**src/rtl/lhst_pkg.sv**
```systemverilog
`timescale 1ns / 1ps
// ----------------------------------------------------------------------------
// lhst_pkg
// shared types and constants of the link health slot table
// ----------------------------------------------------------------------------
package lhst_pkg;

  localparam int SLOT_COUNT_DEF = 8;
  localparam int MAX_REC        = 8;
  localparam int MS_PER_S       = 1000;
  localparam int STALE_RESET    = 30;
  localparam int STALE_MS_W     = 26;

  localparam logic [2:0] MODE_REG  = 3'd0;
  localparam logic [2:0] MODE_SET  = 3'd1;
  localparam logic [2:0] MODE_REP  = 3'd2;
  localparam logic [2:0] MODE_ACT  = 3'd3;
  localparam logic [2:0] MODE_SNAP = 3'd4;

  localparam logic [1:0] ST_OK       = 2'd0;
  localparam logic [1:0] ST_INVALID  = 2'd1;
  localparam logic [1:0] ST_NO_SPACE = 2'd2;

  localparam logic [3:0] NO_HANDLE = 4'd15;

  typedef struct packed {
    logic [2:0]  mode;
    logic [3:0]  handle;
    logic [1:0]  link_class;
    logic        flag;
    logic [63:0] now_ms;
    logic [3:0]  snapshot_limit;
  } lhst_in_t;

  typedef struct packed {
    logic [1:0]  status;
    logic [3:0]  slot_handle;
    logic        slot_class;
    logic        slot_enabled;
    logic        slot_failing;
    logic [63:0] last_ok_time;
    logic [31:0] failures;
    logic [63:0] last_rx_time;
    logic [31:0] rx_events;
    logic        last_record;
    logic [3:0]  enabled_total;
    logic [3:0]  failing_total;
  } lhst_out_t;

  // request travelling down the row of slots
  typedef struct packed {
    logic [2:0]  mode;
    logic [3:0]  handle;
    logic [1:0]  link_class;
    logic        flag;
    logic [63:0] now_ms;
    logic        claimed;
    logic [3:0]  hit_handle;
    logic        hit;
    logic [3:0]  en_cnt;
    logic [3:0]  bad_cnt;
  } lhst_probe_t;

  typedef struct packed {
    logic        used;
    logic        kind;
    logic        on;
    logic        bad;
    logic [63:0] ok_stamp;
    logic [31:0] fail_tally;
    logic [63:0] rx_stamp;
    logic [31:0] rx_tally;
  } lhst_slot_t;

endpackage

```
**src/rtl/lhst_if.sv**
```systemverilog
`timescale 1ns / 1ps
// ----------------------------------------------------------------------------
// lhst_in_if / lhst_out_if
// valid-ready channels for requests and results
// ----------------------------------------------------------------------------
interface lhst_in_if import lhst_pkg::*; ();
  logic     valid;
  logic     ready;
  lhst_in_t data;
  modport source (output valid, output data, input ready);
  modport sink (input valid, input data, output ready);
endinterface

interface lhst_out_if import lhst_pkg::*; ();
  logic      valid;
  logic      ready;
  lhst_out_t data;
  modport source (output valid, output data, input ready);
  modport sink (input valid, input data, output ready);
endinterface

```
**src/rtl/link_health_slot_table.sv**
```systemverilog
`timescale 1ns / 1ps
// ----------------------------------------------------------------------------
// link_health_slot_table
// table of link health slots held in a row of cells
// ----------------------------------------------------------------------------
// a request walks the row one slot per cycle
// a snapshot then reads the slots in order, one slot per cycle unless the receiver holds back a result
// one request at a time
// synchronous reset frees all slots and sets the stale limit to 30 s (stale_ms = 30000)
module link_health_slot_table import lhst_pkg::*; #(
  parameter int SLOT_COUNT = SLOT_COUNT_DEF
) (
  input  logic        clk,
  input  logic        rst,
  input  logic        cfg_we,
  input  logic [15:0] cfg_wdata,
  lhst_in_if.sink     in_ch,
  lhst_out_if.source  out_ch
);

  localparam int IW = (SLOT_COUNT > 1) ? $clog2(SLOT_COUNT) : 1;
  localparam int CW = $clog2(SLOT_COUNT + 1);

  typedef enum logic [3:0] {
    S_IDLE = 4'b0001,
    S_WALK = 4'b0010,
    S_FIN  = 4'b0100,
    S_SNAP = 4'b1000
  } state_t;

  state_t               state;
  logic [STALE_MS_W-1:0] stale_ms;
  logic                 chain_valid [SLOT_COUNT+1];
  lhst_probe_t          chain [SLOT_COUNT+1];
  lhst_slot_t           slots [SLOT_COUNT];
  lhst_probe_t          res;
  logic [3:0]           lim;
  logic [CW-1:0]        idx;
  logic [3:0]           cnt;
  lhst_slot_t           cur;
  logic                 out_free;
  logic                 more;
  logic                 stale;
  logic [63:0]          diff;
  logic [1:0]           status_fin;
  lhst_out_t            fin_data;

  genvar g;
  generate
    for (g = 0; g < SLOT_COUNT; g++) begin : g_cell
      lhst_cell #(.IDX(g)) u_cell (
        .clk        (clk),
        .rst        (rst),
        .pin_valid  (chain_valid[g]),
        .pin        (chain[g]),
        .pout_valid (chain_valid[g+1]),
        .pout       (chain[g+1]),
        .slot       (slots[g])
      );
    end
  endgenerate

  assign in_ch.ready = (state == S_IDLE);
  assign out_free    = !out_ch.valid || out_ch.ready;
  assign cur         = slots[idx[IW-1:0]];

  always_comb begin
    more = 1'b0;
    for (int i = 0; i < SLOT_COUNT; i++) begin
      if (CW'(i) > idx && slots[i].used) more = 1'b1;
    end
    diff  = res.now_ms - cur.rx_stamp;
    stale = (res.now_ms > cur.rx_stamp) && (diff > {{(64-STALE_MS_W){1'b0}}, stale_ms});
    if (res.mode == MODE_REG) begin
      status_fin = (res.link_class > 2'd1) ? ST_INVALID :
                   (res.claimed ? ST_OK : ST_NO_SPACE);
    end else if (res.mode == MODE_SET || res.mode == MODE_REP || res.mode == MODE_ACT) begin
      status_fin = res.hit ? ST_OK : ST_INVALID;
    end else begin
      status_fin = ST_INVALID;
    end
    fin_data               = '0;
    fin_data.status        = status_fin;
    fin_data.slot_handle   = (status_fin == ST_OK) ? res.hit_handle : NO_HANDLE;
    fin_data.last_record   = 1'b1;
    fin_data.enabled_total = res.en_cnt;
    fin_data.failing_total = res.bad_cnt;
  end

  always_ff @(posedge clk) begin
    if (rst) begin
      state          <= S_IDLE;
      stale_ms       <= STALE_MS_W'(STALE_RESET * MS_PER_S);
      chain_valid[0] <= 1'b0;
      out_ch.valid   <= 1'b0;
    end else begin
      if (cfg_we) stale_ms <= STALE_MS_W'(cfg_wdata * MS_PER_S);
      chain_valid[0] <= 1'b0;
      if (out_ch.valid && out_ch.ready) out_ch.valid <= 1'b0;
      unique case (state)
        S_IDLE: begin
          if (in_ch.valid) begin
            chain_valid[0] <= 1'b1;
            state          <= S_WALK;
          end
        end
        S_WALK: begin
          if (chain_valid[SLOT_COUNT]) state <= S_FIN;
        end
        S_FIN: begin
          if (res.mode == MODE_SNAP) begin
            state <= (lim == 4'd0) ? S_IDLE : S_SNAP;
          end else if (out_free) begin
            out_ch.valid <= 1'b1;
            state        <= S_IDLE;
          end
        end
        S_SNAP: begin
          if (idx >= CW'(SLOT_COUNT)) begin
            state <= S_IDLE;
          end else if (cur.used && out_free) begin
            out_ch.valid <= 1'b1;
            if (!more || (cnt + 4'd1 == lim)) state <= S_IDLE;
          end
        end
        default: state <= S_IDLE;
      endcase
    end
    if (state == S_IDLE && in_ch.valid) begin
      chain[0].mode       <= in_ch.data.mode;
      chain[0].handle     <= in_ch.data.handle;
      chain[0].link_class <= in_ch.data.link_class;
      chain[0].flag       <= in_ch.data.flag;
      chain[0].now_ms     <= in_ch.data.now_ms;
      chain[0].claimed    <= 1'b0;
      chain[0].hit_handle <= NO_HANDLE;
      chain[0].hit        <= 1'b0;
      chain[0].en_cnt     <= 4'd0;
      chain[0].bad_cnt    <= 4'd0;
      lim <= (in_ch.data.snapshot_limit > 4'(MAX_REC)) ? 4'(MAX_REC)
                                                       : in_ch.data.snapshot_limit;
      idx <= '0;
      cnt <= 4'd0;
    end
    if (state == S_WALK && chain_valid[SLOT_COUNT]) res <= chain[SLOT_COUNT];
    if (state == S_FIN && res.mode != MODE_SNAP && out_free) begin
      out_ch.data <= fin_data;
    end
    if (state == S_SNAP && idx < CW'(SLOT_COUNT)) begin
      if (!cur.used) begin
        idx <= idx + CW'(1);
      end else if (out_free) begin
        idx <= idx + CW'(1);
        cnt <= cnt + 4'd1;
        out_ch.data.status        <= ST_OK;
        out_ch.data.slot_handle   <= 4'(idx);
        out_ch.data.slot_class    <= cur.kind;
        out_ch.data.slot_enabled  <= cur.on;
        out_ch.data.slot_failing  <= cur.kind ? stale : cur.bad;
        out_ch.data.last_ok_time  <= cur.ok_stamp;
        out_ch.data.failures      <= cur.fail_tally;
        out_ch.data.last_rx_time  <= cur.rx_stamp;
        out_ch.data.rx_events     <= cur.rx_tally;
        out_ch.data.last_record   <= !more || (cnt + 4'd1 == lim);
        out_ch.data.enabled_total <= res.en_cnt;
        out_ch.data.failing_total <= res.bad_cnt;
      end
    end
  end

  a_accept_walk: assert property (@(posedge clk) disable iff (rst)
    in_ch.valid && in_ch.ready |=> state == S_WALK)
    else $error("accepted request did not start a walk");

  a_totals: assert property (@(posedge clk) disable iff (rst)
    chain_valid[SLOT_COUNT] |-> chain[SLOT_COUNT].bad_cnt <= chain[SLOT_COUNT].en_cnt)
    else $error("failing total above enabled total");

  a_snap_cnt: assert property (@(posedge clk) disable iff (rst)
    state == S_SNAP |-> cnt < lim)
    else $error("snapshot past its limit");

  a_walk_quiet: assert property (@(posedge clk) disable iff (rst)
    state == S_IDLE |-> !chain_valid[SLOT_COUNT])
    else $error("request left the row while idle");

endmodule

```
**src/rtl/lhst_cell.sv**
```systemverilog
`timescale 1ns / 1ps
// ----------------------------------------------------------------------------
// lhst_cell
// one slot: applies a passing request and, if it is an enabled class 0 slot, adds itself to the running totals
// ----------------------------------------------------------------------------
module lhst_cell import lhst_pkg::*; #(
  parameter int IDX = 0
) (
  input  logic        clk,
  input  logic        rst,
  input  logic        pin_valid,
  input  lhst_probe_t pin,
  output logic        pout_valid,
  output lhst_probe_t pout,
  output lhst_slot_t  slot
);

  localparam logic [3:0] MY_HANDLE = 4'(IDX);

  lhst_slot_t  slot_next;
  lhst_probe_t pout_next;
  logic        claim;
  logic        hit;

  always_comb begin
    claim = (pin.mode == MODE_REG) && (pin.link_class <= 2'd1) && !pin.claimed && !slot.used;
    hit = (pin.handle == MY_HANDLE) && slot.used &&
          ((pin.mode == MODE_SET) || ((pin.mode == MODE_REP) && !slot.kind) ||
           ((pin.mode == MODE_ACT) && slot.kind));
    slot_next = slot;
    if (claim) begin
      slot_next.used       = 1'b1;
      slot_next.kind       = pin.link_class[0];
      slot_next.on         = 1'b1;
      slot_next.bad        = 1'b0;
      slot_next.ok_stamp   = '0;
      slot_next.fail_tally = '0;
      slot_next.rx_stamp   = '0;
      slot_next.rx_tally   = '0;
    end else if (hit) begin
      case (pin.mode)
        MODE_SET: slot_next.on = pin.flag;
        MODE_REP: begin
          if (pin.flag) begin
            slot_next.bad      = 1'b0;
            slot_next.ok_stamp = pin.now_ms;
          end else begin
            slot_next.bad        = 1'b1;
            slot_next.fail_tally = slot.fail_tally + 32'd1;
          end
        end
        MODE_ACT: begin
          slot_next.rx_stamp = pin.now_ms;
          slot_next.rx_tally = slot.rx_tally + 32'd1;
        end
        default: slot_next = slot;
      endcase
    end
    pout_next = pin;
    if (claim) begin
      pout_next.claimed    = 1'b1;
      pout_next.hit_handle = MY_HANDLE;
    end
    if (hit) begin
      pout_next.hit        = 1'b1;
      pout_next.hit_handle = MY_HANDLE;
    end
    if (slot_next.used && !slot_next.kind && slot_next.on) begin
      pout_next.en_cnt = pin.en_cnt + 4'd1;
      if (slot_next.bad) pout_next.bad_cnt = pin.bad_cnt + 4'd1;
    end
  end

  always_ff @(posedge clk) begin
    if (rst) begin
      slot.used  <= 1'b0;
      slot.kind  <= 1'b0;
      slot.on    <= 1'b0;
      slot.bad   <= 1'b0;
      pout_valid <= 1'b0;
    end else begin
      pout_valid <= pin_valid;
      if (pin_valid) begin
        slot.used <= slot_next.used;
        slot.kind <= slot_next.kind;
        slot.on   <= slot_next.on;
        slot.bad  <= slot_next.bad;
      end
    end
    if (pin_valid) begin
      slot.ok_stamp   <= slot_next.ok_stamp;
      slot.fail_tally <= slot_next.fail_tally;
      slot.rx_stamp   <= slot_next.rx_stamp;
      slot.rx_tally   <= slot_next.rx_tally;
      pout            <= pout_next;
    end
  end

endmodule

```
**src/flat_wrapper.sv**
```systemverilog
// flat-port wrapper written by rule: the top's interface ports become plain ports
module link_health_slot_table_flat import lhst_pkg::*;
#(
  parameter int SLOT_COUNT = SLOT_COUNT_DEF
)
  (clk, rst, cfg_we, cfg_wdata, in_ch_valid, in_ch_data, in_ch_ready, out_ch_valid, out_ch_data, out_ch_ready);
  lhst_in_if in_ch_i ();
  lhst_out_if out_ch_i ();
  input  logic clk;
  input  logic rst;
  input  logic cfg_we;
  input  logic [15:0] cfg_wdata;
  input wire logic [$bits(in_ch_i.valid)-1:0] in_ch_valid;
  input wire logic [$bits(in_ch_i.data)-1:0] in_ch_data;
  output wire logic [$bits(in_ch_i.ready)-1:0] in_ch_ready;
  output wire logic [$bits(out_ch_i.valid)-1:0] out_ch_valid;
  output wire logic [$bits(out_ch_i.data)-1:0] out_ch_data;
  input wire logic [$bits(out_ch_i.ready)-1:0] out_ch_ready;
  assign in_ch_i.valid = in_ch_valid;
  assign in_ch_i.data = in_ch_data;
  assign in_ch_ready = in_ch_i.ready;
  assign out_ch_valid = out_ch_i.valid;
  assign out_ch_data = out_ch_i.data;
  assign out_ch_i.ready = out_ch_ready;
  link_health_slot_table #(.SLOT_COUNT(SLOT_COUNT)) u_core (.clk(clk), .rst(rst), .cfg_we(cfg_we), .cfg_wdata(cfg_wdata), .in_ch(in_ch_i), .out_ch(out_ch_i));
endmodule
```
**config.mk**
```make
export PLATFORM = sky130hd
export DESIGN_NAME = link_health_slot_table_flat
export DESIGN_NICKNAME = d
export VERILOG_FILES = /design/src/rtl/lhst_pkg.sv /design/src/rtl/lhst_if.sv /design/src/rtl/link_health_slot_table.sv /design/src/rtl/lhst_cell.sv /design/src/flat_wrapper.sv
export SDC_FILE = /design/constraint.sdc
export NUM_CORES = 2
export LEC_CHECK = 0
export BUFFER_PORTS_ARGS = -buffer_cell sky130_fd_sc_hd__buf_2
export CAP_MARGIN = 15
export CORE_MARGIN = 3
export CORE_UTILIZATION = 45
export CTS_CLUSTER_SIZE = 25
export DETAILED_ROUTE_END_ITERATION = 8
export HOLD_SLACK_MARGIN = 0.08
export PLACE_DENSITY = 0.64
export SYNTH_ARGS = -nofsm -noshare
export SYNTH_HDL_FRONTEND = slang
export SYNTH_SLANG_ARGS = --single-unit
export TNS_END_PERCENT = 5
```
**constraint.sdc**
```tcl
create_clock -name clk -period 25.8 [get_ports clk]
set_clock_uncertainty 0.2 [all_clocks]
set_input_delay 2.58 -clock clk [delete_from_list [all_inputs] [get_ports clk]]
set_output_delay 2.58 -clock clk [all_outputs]
set_load 0.03 [all_outputs]
```
==> results by group <==
Timing
  – Hold WS: 198.1 ps
  – Tmin final: 8474 ps
  – Peak Freq: 118.0 MHz
  – Fin crit share: 0.3284
  – Aggregate negative setup slack: 0 ps
  – Setup Viol. Count Final: 0
  – Worst-Margin Slew: 1256 ps
  – Fin. Hold Viols: 0
  – RSZ-0062 raised after global routing: false
  – Setup ws final: 17330 ps
  – Slew Limit Fails: 0
  – Worst rel slew slack: 0.1625

Power
  – Total Power: 9.283 mW
  – Worst VDD drop: 66.27 uV
  – Leak pwr: 43.03 nW
  – Pwr per Cell Area: 69.03 nW/um^2

Global routing
  – Largest net degree at the start of global routing: 126
  – GRT overflow: 0
  – Total Routing Usage GR: 0.2515
  – Vias in the first global route: 73200
  – Antenna violations before repair: 29
  – Global-route wire length before repair: 504600 microns

Hold path
  – WHS Path Cells: 0
  – Hold crit path type: flop to flop

Floorplan
  – Die height: 520.8 microns
  – Die Wd: 520.8 microns
  – Die area: 271200 sq um
  – Boundary Pins: 311
  – FP Rows: 188
  – Initial core utilization: 0.4534
  – Core area: 263000 sq um

Final layout
  – Most frequent cells in the layout: edfxtp_1 (2383), and2_1 (1060), nor2_1 (701)
  – Register area: 77190 sq um
  – Most common library cell in the layout ignoring fill and taps: edfxtp_1
  – Layout area overhead: 12.78%
  – Area of the multi-input gates: 40320 sq um
  – Final Cell Area: 134500 sq um
  – Final core utilization: 0.5114
  – Nets: 9125
  – Post-route insts no fill: 12560
  – Fillers: 22090
  – Share of layout cells above drive strength 1: 0.1482

Placement
  – GP Congestion: 0.9401
  – Worst slack, placed: 17360 ps
  – Port Buffers: 310
  – Placed Area: 124900 sq um
  – Final HPWL DP: 224000 microns
  – # placed instances: 12020

Clock network
  – # clock sinks: 2662
  – CTS Buf Count: 291
  – CTS tree: yes
  – Max H-tree Level: 5
  – PostCTS Resize Cnt: 0
  – Post-CTS Repair Setup Buffers: 0
  – Hold_buf cts: 0
  – Root Driver: clkbuf_16
  – Clock-pin transition on the worst setup and hold timing paths: 60 ps
  – Worst-Skew Late Latency: 890 ps
  – Longest Clk Path Bufs: 4

Synthesis
  – Post-synthesis instance total: 8481
  – Post-synth EDFFs: 2383
  – Ys async rst share: 0
  – Avg Cell Area, Syn: 14.06 sq um
  – Synth top area share: 0.6001
  – Syn_nets: 8806
  – Yosys Warn Count: 0
  – Unique masters post-synth: 93
  – Seq/Total Area, Yosys: 0.6470
  – Post-Syn Area: 119200 sq um
  – Area contributors post-synth: edfxtp_1 (60%), mux4_2 (7.4%), and2_1 (5.6%), dfxtp_1 (4.7%), xor2_1 (2.4%)
  – Ys flop type: edfxtp_1
  – #FFs+latches synth: 2662
  – Synth area leader: edfxtp_1

Detailed routing
  – Routed WL: 346500 microns
  – Routed Antenna Nets: 0
  – DR vias: 74050
  – Avg WL per Cell: 27.59 microns
  – Via-to-Cell Ratio: 5.896
  – 1st-iter DRT viols: 9125
  – Drt pass-1 iters: 5
  – Residual DRC: 0

Worst setup path
  – CP Launch Type: flop
  – CP endpoint kind: flop
  – Max incr delay on CP: 830 ps
  – Critical Path RT: 26350 ps
  – WS Path Type: flop to flop
  – CP Data Arrival Time: 9030 ps
  – Most common cell on crit path: nand2_1
  – Slowest CP cell: dfxtp_4
  – Reg2Reg Depth: 27
  – Maximum fanout along the worst path: 96

Status
  – Outcome: completed

Job
  – Max-Cap Viols: 0
critical path: cells and delay by family, from the launching register on:
family / cells / cell delay (ps)
xor gates and xnor gates: 1 / 160
AOI/OAI and AO/OA: 7 / 1680
buffers and inverters: 2 / 1310
adders and majority gates: 2 / 770
and+or+nand+nor: 13 / 1900
DFF: 1 / 830
muxes: 2 / 1220
layout make-up:
cell class                 count  area share
antenna                       11   0.0002047
clock buffer                 391     0.05986
clock inverter               137     0.01068
inverter                     123    0.003452
multi-input combinational   5281      0.2998
sequential                  2662      0.5740
tap                         3515     0.03270
timing repair buffer         441     0.01934
synth_stat cells, types with 59 or more instances:
cell type / n
a21oi_1: 207
and2_1: 1061
and3_1: 110
clkbuf_1: 357
dfxtp_1: 279
edfxtp_1: 2383
ha_1: 171
inv_1: 122
mux2i_1: 216
mux4_2: 392
nand2_1: 413
nand3_1: 377
nand4_1: 81
nor2_1: 704
nor2b_1: 59
nor3_1: 63
o21ai_0: 310
or3_1: 96
xnor2_1: 187
xor2_1: 332
registers in the layout, summed over array words and instances (netlist names), named ones only:
name and cells:
u_core.chain 74, u_core.idx 4, u_core.g_cell.u_cell.pout_valid 8, u_core.chain_valid 1, u_core.g_cell.u_cell.pout 679, u_core.g_cell.u_cell.slot 1568
u_core.cnt 4, u_core.out_ch.data 202, u_core.out_ch.valid 1, u_core.state 4, u_core.stale_ms 23, u_core.fin_data 8
u_core.res 74, u_core.lim 4
worst paths after layout:
check / from / endpoint / slack (ps)
setup / recovery: u_core.idx[0]$_DFF_P_ / u_core.out_ch.data[201]$_DFF_P_ / 17330
hold / removal: u_core.g_cell[7].u_cell.pout[54]$_DFFE_PP_ / u_core.res[54]$_DFFE_PP_ / 200
setup reg to reg: u_core.idx[0]$_DFF_P_ / u_core.out_ch.data[201]$_DFF_P_ / 17330
hold reg to reg: u_core.g_cell[7].u_cell.pout[54]$_DFFE_PP_ / u_core.res[54]$_DFFE_PP_ / 200
power by group:
part           internal, mW  leakage, nW  switching [mW]
Combinational         0.158         16.0           0.244
Sequential             4.68         22.4          0.0341
Clock                  2.44         4.62            1.73
Total                  7.27         43.0            2.01
metal layers:
layer  vias to the layer above  GRT usage  part of all wire
met3                       567    0.04629             0.094
met2                      3615     0.3886              0.46
met4                         4    0.08304             0.035
met5                         -          0          0.000087
met1                     37830     0.3608              0.42
li1                      32040          -                 -
cells by family (layout without fill, tap and decap cells):
family / count (synthesis) / after routing / share of synthesized area
AOI/OAI and AO/OA: 771 / 771 / 0.03845
xor gates and xnor gates: 519 / 519 / 0.03812
adders and majority gates: 226 / 226 / 0.02718
buffers and inverters: 538 / 1092 / 0.01710
DFF: 2662 / 2662 / 0.6470
muxes: 623 / 623 / 0.09362
other: 0 / 11 / 0
and+or+nand+nor: 3142 / 3142 / 0.1386
(Power assumes the default switching activity.)
